$ cat src/sscp_pkg.sv
// Shared widths, quotient classification type and helpers for the segment closest-point block.
`timescale 1ns / 1ps
package sscp_pkg;

    localparam int FRAC_BITS_DEF = 16;
    localparam int COORD_W = 16;
    localparam int POINT_W = 32;
    localparam int PARAM_W = 17;
    localparam int DIST_W = 49;
    localparam int DIFF_W = 17;
    localparam int PROD_W = 34;
    localparam int SUM_W = 35;
    localparam int MAG_W = 34;

    typedef enum logic [1:0] {
        QK_ZERO,
        QK_ONE,
        QK_DIV
    } quo_kind_t;

    function automatic logic [MAG_W-1:0] mag_f(input logic signed [SUM_W-1:0] v);
        logic signed [SUM_W-1:0] neg;
        neg = -v;
        return v[SUM_W-1] ? MAG_W'(neg) : MAG_W'(v);
    endfunction

    // A clamped quotient is zero for opposite signs, one when the magnitude
    // of the numerator reaches the denominator, and a true fraction otherwise.
    function automatic quo_kind_t quo_kind_f(input logic signed [SUM_W-1:0] n,
                                             input logic signed [SUM_W-1:0] d);
        quo_kind_t kind;
        if (n == '0) begin
            kind = QK_ZERO;
        end else if (n[SUM_W-1] != d[SUM_W-1]) begin
            kind = QK_ZERO;
        end else if (mag_f(n) >= mag_f(d)) begin
            kind = QK_ONE;
        end else begin
            kind = QK_DIV;
        end
        return kind;
    endfunction

endpackage

$ cat src/sscp_div.sv
// Pipelined restoring divider, one quotient bit per stage, with a sideband that travels along.
`timescale 1ns / 1ps
module sscp_div #(
    parameter int DEN_W = sscp_pkg::MAG_W,
    parameter int QUO_W = sscp_pkg::FRAC_BITS_DEF,
    parameter int SIDE_W = 1
) (
    input  logic                   clk,
    input  logic                   rst_n,
    input  logic                   en,
    input  logic                   in_valid,
    input  logic [DEN_W+QUO_W-1:0] num,
    input  logic [DEN_W-1:0]       den,
    input  logic [SIDE_W-1:0]      side_in,
    output logic                   out_valid,
    output logic [QUO_W-1:0]       quo,
    output logic [SIDE_W-1:0]      side_out
);
    localparam int REM_W = DEN_W + QUO_W;

    logic              valid_reg [QUO_W];
    logic [REM_W-1:0]  rem_reg [QUO_W-1];
    logic [DEN_W-1:0]  den_reg [QUO_W-1];
    logic [QUO_W-1:0]  quo_reg [QUO_W];
    logic [SIDE_W-1:0] side_reg [QUO_W];

    for (genvar i = 0; i < QUO_W; i++) begin : g_step
        logic [REM_W-1:0]  rem_in;
        logic [DEN_W-1:0]  den_in;
        logic [QUO_W-1:0]  quo_in;
        logic [SIDE_W-1:0] side_cur;
        logic              valid_in;
        logic [REM_W-1:0]  trial;
        logic              take;
        logic [QUO_W-1:0]  quo_next;

        if (i == 0) begin : g_first
            assign rem_in = num;
            assign den_in = den;
            assign quo_in = '0;
            assign side_cur = side_in;
            assign valid_in = in_valid;
        end else begin : g_rest
            assign rem_in = rem_reg[i-1];
            assign den_in = den_reg[i-1];
            assign quo_in = quo_reg[i-1];
            assign side_cur = side_reg[i-1];
            assign valid_in = valid_reg[i-1];
        end

        assign trial = REM_W'(den_in) << (QUO_W - 1 - i);
        assign take = (rem_in >= trial);

        always_comb
        begin
            quo_next = quo_in;
            quo_next[QUO_W-1-i] = take;
        end

        always_ff @(posedge clk or negedge rst_n)
        begin
            if (!rst_n)
            begin
                valid_reg[i] <= 1'b0;
            end
            else if (en)
            begin
                valid_reg[i] <= valid_in;
            end
        end

        always_ff @(posedge clk)
        begin
            if (en)
            begin
                quo_reg[i] <= quo_next;
                side_reg[i] <= side_cur;
            end
        end

        if (i < QUO_W - 1) begin : g_keep
            logic [REM_W-1:0] rem_next;
            assign rem_next = take ? (rem_in - trial) : rem_in;
            always_ff @(posedge clk)
            begin
                if (en)
                begin
                    rem_reg[i] <= rem_next;
                    den_reg[i] <= den_in;
                end
            end
        end
    end

    assign out_valid = valid_reg[QUO_W-1];
    assign quo = quo_reg[QUO_W-1];
    assign side_out = side_reg[QUO_W-1];

endmodule

$ cat config.mk
export PLATFORM = sky130hd
export DESIGN_NAME = sscp_div
export DESIGN_NICKNAME = d
export VERILOG_FILES = /design/src/sscp_pkg.sv /design/src/sscp_div.sv
export SDC_FILE = /design/constraint.sdc
export NUM_CORES = 2
export LEC_CHECK = 0
export BUFFER_PORTS_ARGS = -buffer_cell sky130_fd_sc_hd__buf_2
export CORE_ASPECT_RATIO = 1.5
export CORE_MARGIN = 8
export CORE_UTILIZATION = 49
export CTS_CLUSTER_SIZE = 40
export DETAILED_ROUTE_END_ITERATION = 12
export PLACE_DENSITY = 0.72
export SLEW_MARGIN = 20
export SYNTH_ARGS = -nofsm -noshare
export SYNTH_HDL_FRONTEND = slang
export SYNTH_SLANG_ARGS = --single-unit
$ cat constraint.sdc
create_clock -name clk -period 5.5 [get_ports clk]
set_clock_uncertainty 0.05 [all_clocks]
set_input_delay 0.825 -clock clk [delete_from_list [all_inputs] [get_ports clk]]
set_output_delay 0.825 -clock clk [all_outputs]
set_load 0.01 [all_outputs]
---- Yosys cells after proc, flatten, opt, wreduce, memory -nomap -nowiden ----
Memory sizes are Yosys's and may differ from the RTL's.
Cells that the tools add are included.
word-level totals
  register bits after elaboration ......... 16
  latch bits .............................. 0
  RAM bits ................................ 1532
  memory bits (read-only) ................. 0
  memories ................................ 4
memories
  name      words  bits a word  rd ports  clocked after Yosys merged registers in  write ports  RTL line        source
  rem_reg   15     50           15        0                                        15           sscp_div.sv:22  logic [REM_W-1:0] rem_reg [QUO_W-1];
  den_reg   15     34           15        0                                        15           sscp_div.sv:23  logic [DEN_W-1:0] den_reg [QUO_W-1];
  quo_reg   16     16           16        0                                        16           sscp_div.sv:24  logic [QUO_W-1:0] quo_reg [QUO_W];
  side_reg  16     1            16        0                                        16           sscp_div.sv:25  logic [SIDE_W-1:0] side_reg [QUO_W];
operators by class
  $add $sub $neg .......................... 15
  $mul .................................... 0
  div/mod/pow operators ................... 0
  magnitude comparators ................... 16
  equality and inequality tests ........... 0
  shifts and indexed selects .............. 0
  multiplexer cells ....................... 17
  bitwise gates (word level) .............. 0
  reduce and logical (&&, ||, !) cells .... 0
operators with widths
  cell             number
  $mux 50          15
  $ge 50x34->1     1
  $ge 50x35->1     1
  $ge 50x36->1     1
  $ge 50x37->1     1
  $ge 50x38->1     1
  $ge 50x39->1     1
  $ge 50x40->1     1
  $ge 50x41->1     1
  $ge 50x42->1     1
  $ge 50x43->1     1
  $ge 50x44->1     1
  $ge 50x45->1     1
  $ge 50x46->1     1
  $ge 50x47->1     1
  $ge 50x48->1     1
  $ge 50x49->1     1
  $sub 50x35->50   1
  $sub 50x36->50   1
  $sub 50x37->50   1
  $sub 50x38->50   1
  $sub 50x39->50   1
  $sub 50x40->50   1
  $sub 50x41->50   1
  other kinds (9)  10

---- Logic depth before layout (Yosys ltp) ----
An unclocked memory read counts as a cell.
  depth after elaboration ................. 3
  depth in mapped cells ................... 16

---- Least setup slack after synthesis ----
OpenSTA, ideal clock, no wires.
  path type ............................... input to register
  from .................................... input port den[4]
  to ...................................... memory rem_reg[0][46] (netlist bit) (data pin)
  data arrival time ....................... 3.699 ns
  data required time ...................... 5.190 ns
  path slack .............................. 1.491 ns
  cell stages on the path ................. 12
  buffers on the path ..................... 1
  path through ............................ inv_1 > ha_1 > a21o_1 > a31o_1 > a221oi_2 > o21a_1 > o21ai_2 > o31ai_4 > a21oi_2 > a2111oi_4 > buf_4 > mux2_2
RTL lines
  element      RTL line        source
  from (decl)  sscp_div.sv:13  input logic [DEN_W-1:0] den,
  to (decl)    sscp_div.sv:22

==> key figures <==
Global route
  – First-pass GRT wire length: 311000 um
  – Initial antenna violation count: 3
  – GR Util All Layers: 22.0%
  – Overflow left after global routing: 0
  – Vias in the first global route: 60000
  – Largest net degree at the start of global routing: 128

Yosys
  – Yosys reg bits: 1428
  – Register area share after synthesis: 52.6%
  – Mapped cell area: 81300 um2
  – Mapped Cells: 7563
  – EDFF count, synth: 1412
  – Post-synth cell types: 88
  – Synth Flop Type: edfxtp_1
  – Share of async-settable or async-resettable flops after synthesis: 1.12%
  – YS warnings: 0
  – Syn Nets: 8211
  – Synth Area per Inst: 10.8 um2

Die
  – Die width: 349 um
  – Initial Utilization: 49.2%
  – Core footprint: 165000 um2
  – Die Footprint: 180000 um2
  – Die height: 515 um
  – I/O pin total: 107
  – Row cnt: 183

Drt
  – DRC: 0
  – DR vias/cell: 5.69
  – Post-route ant nets: 0
  – DR WL/cell: 20.2 um
  – Drt total wl: 202000 um
  – DRT iter0 DRCs: 2982
  – Initial DRT Pass Iterations: 8
  – Via count: 57000

Worst setup path
  – Critical Path AT: 5.05 ns
  – Crit path max fanout: 6
  – Worst setup startpoint: rem_reg[0][191]
  – Worst Path Required: 5.99 ns
  – Crit path launch type: flop
  – Worst Setup End Kind: flop
  – Reg2Reg Launch Point: rem_reg[0][191]
  – Setup CP Type: flop to flop

Timing
  – Final count of hold timing violations: 0
  – Setup violators final: 0
  – Top achievable clock speed: 0.219 GHz
  – Unrepaired setup endpoints after global routing: false
  – Worst hold slack: 0.164 ns
  – Fin crit period: 4.56 ns
  – Setup TNS: 0 ns
  – Pins Over Slew Limit: 0
  – Tightest Pin Transition: 0.956 ns
  – Slew HR: 35.7%
  – Final period util: 82.9%

Cells and area
  – Design Area, Final: 89900 um2
  – Commonest non-fill, non-tap cell in the layout: edfxtp_1
  – Post-Route Utilization: 54.4%
  – Max reg flops: 750
  – Most frequent cells in the layout: edfxtp_1, a21oi_1, inv_1
  – Share of layout cells above drive strength 1: 7.81%
  – Area Growth Syn to Fin: 10.5%
  – Layout Nets: 8339
  – Fillers: 14100

Clock network
  – Clk root buf: clkbuf_16
  – Clk slew on worst S/H paths: 0.07 ns
  – Post-CTS Setup Bufs: 0
  – Hold-fix buffers at CTS: 1
  – Clock buffer depth: 3
  – Clk_lat worst skew: 0.80 ns
  – CTS tree: yes
  – TritonCTS Sinks: 1428
  – CTS buffer count: 144
  – Cts repair resizes: 0
  – H-tree Lvls: 4

Placed design
  – Post-place instance area: 85000 um2
  – Placer's final routability congestion estimate: 0.979
  – Port bufs: 106
  – Detail Placement HPWL: 159000 um

Run status
  – Outcome: completed

Power
  – Clock power share: 21.2%
  – Leak Pwr: 0.0355 uW
  – Overall Power: 48000 uW
  – Maximum vdd drop: 0.283 mV
  – Logic pwr share: 43.0%
  – Sw Share: 37.6%
  – Pwr Density: 534 nW/um2
  – Seq pwr share: 35.8%
  – Pint: 30000 uW
  – Switch Pwr: 18000 uW

Worst hold path
  – HP Start: den[11]
  – Hold Path Class: primary input to flop

Flow run
  – Max-cap violation count: 0
-- power by group through the flow --
| stage | sequential, uW | combinational [uW] | clock, uW |
|---|---|---|---|
| after floorplan | 16900 | 15100 | 0 |
| after global placement | 17300 | 20000 | 0 |
| after detailed placement | 17400 | 20400 | 0 |
| after CTS | 17200 | 20500 | 10400 |
| after global routing | 17500 | 22700 | 10800 |
| final | 17200 | 20700 | 10200 |
-- stage by stage --
step                setup slack [ns]  cells
CTS                            0.841  10000
detailed placement             0.726   9764
floorplan                       1.49   7563
global route                   0.722  10000
finish                         0.940  10000
global placement               0.707   9764
-- synthesized netlist by cell type, drive strengths merged (16+ instances only) --
cell type,n,share of area (%)
edfxtp,1412,52
a21oi,782,4.8
inv,686,3.2
nor2,548,2.5
nand2,547,2.5
ha,544,8.4
o21ai,474,2.9
xnor2,324,3.5
a21o,260,2.4
xor2,238,2.6
clkbuf,201,0.93
nand4,131,1.0
nand3,128,0.79
nor3,124,0.76
mux2,109,1.5
nor2b,82,0.63
o21bai,75,0.69
nand2b,74,0.57
a31oi,68,0.52
nor4,66,0.51
o21a,63,0.58
and3,53,0.41
a211oi,46,0.42
o31ai,37,0.36
o211ai,36,0.33
or3,36,0.28
and2,34,0.26
buf,27,0.16
or2,22,0.17
nand4b,20,0.22
or4,19,0.18
a21boi,17,0.16
dfrtp,16,0.49
o31a,16,0.17
-- layer usage --
| layer | vias up | part of all wire, % | wire [um] | track usage (%) |
|---|---|---|---|---|
| met5 | - | 0 | 0 | 0 |
| li1 | 28000 | - | - | - |
| met1 | 27000 | 30 | 60000 | 16.7 |
| met3 | 735 | 2.6 | 5170 | 2.56 |
| met4 | 0 | 11 | 21300 | 20.4 |
| met2 | 1330 | 57 | 116000 | 45.8 |
-- kinds of logic after synthesis --
| group | after synthesis | synth area share [%] |
|---|---|---|
| flops | 1428 | 52.6 |
| fa+ha+maj | 559 | 8.74 |
| mux | 112 | 1.55 |
| simple gates | 1937 | 11.4 |
| xor+xnor | 562 | 6.05 |
| buf+inv | 914 | 4.25 |
| compound gates | 2051 | 15.4 |
-- worst max-delay path: stages, from the launching register on --
cell and delay, ns:
edfxtp_1 0.42, ha_1 0.39, and2_0 0.36, nand2_1 0.46, nor4_1 0.58, buf_4 0.22, nand2_1 0.09, nor2_1 0.44
nor4_1 0.14, a21boi_4 0.20, inv_1 0.42, buf_4 0.21, mux2_2 0.32
-- area by class of cell --
type	count	area, um2	share of cell area, %
Tap cell	2220	2780	3.09
Sequential cell	1428	42800	47.6
Clock buffer	165	3680	4.10
Antenna cell	3	7.51	0.00835
Clock inverter	92	1200	1.34
Inverter	686	2570	2.86
Timing Repair Buffer	210	1600	1.78
Multi-Input combinational cell	5221	35200	39.2
-- path summary, 6_finish.rpt --
| kind | to | slack, ns | cells past startpoint |
|---|---|---|---|
| hold / removal | den_reg[0][11] | 0.16 | 1 |
| hold reg to reg | side_reg[0][7] | 0.35 | 0 |
| min in group asynchronous | g_step[1].valid_in | 0.41 | 2 |
| max in group asynchronous | g_step[8].valid_in | 4.73 | 2 |
| setup / recovery | rem_reg[0][243] | 0.94 | 12 |
| setup reg to reg | rem_reg[0][243] | 0.94 | 12 |
No activity file was read; power rests on OpenSTA's default activity.
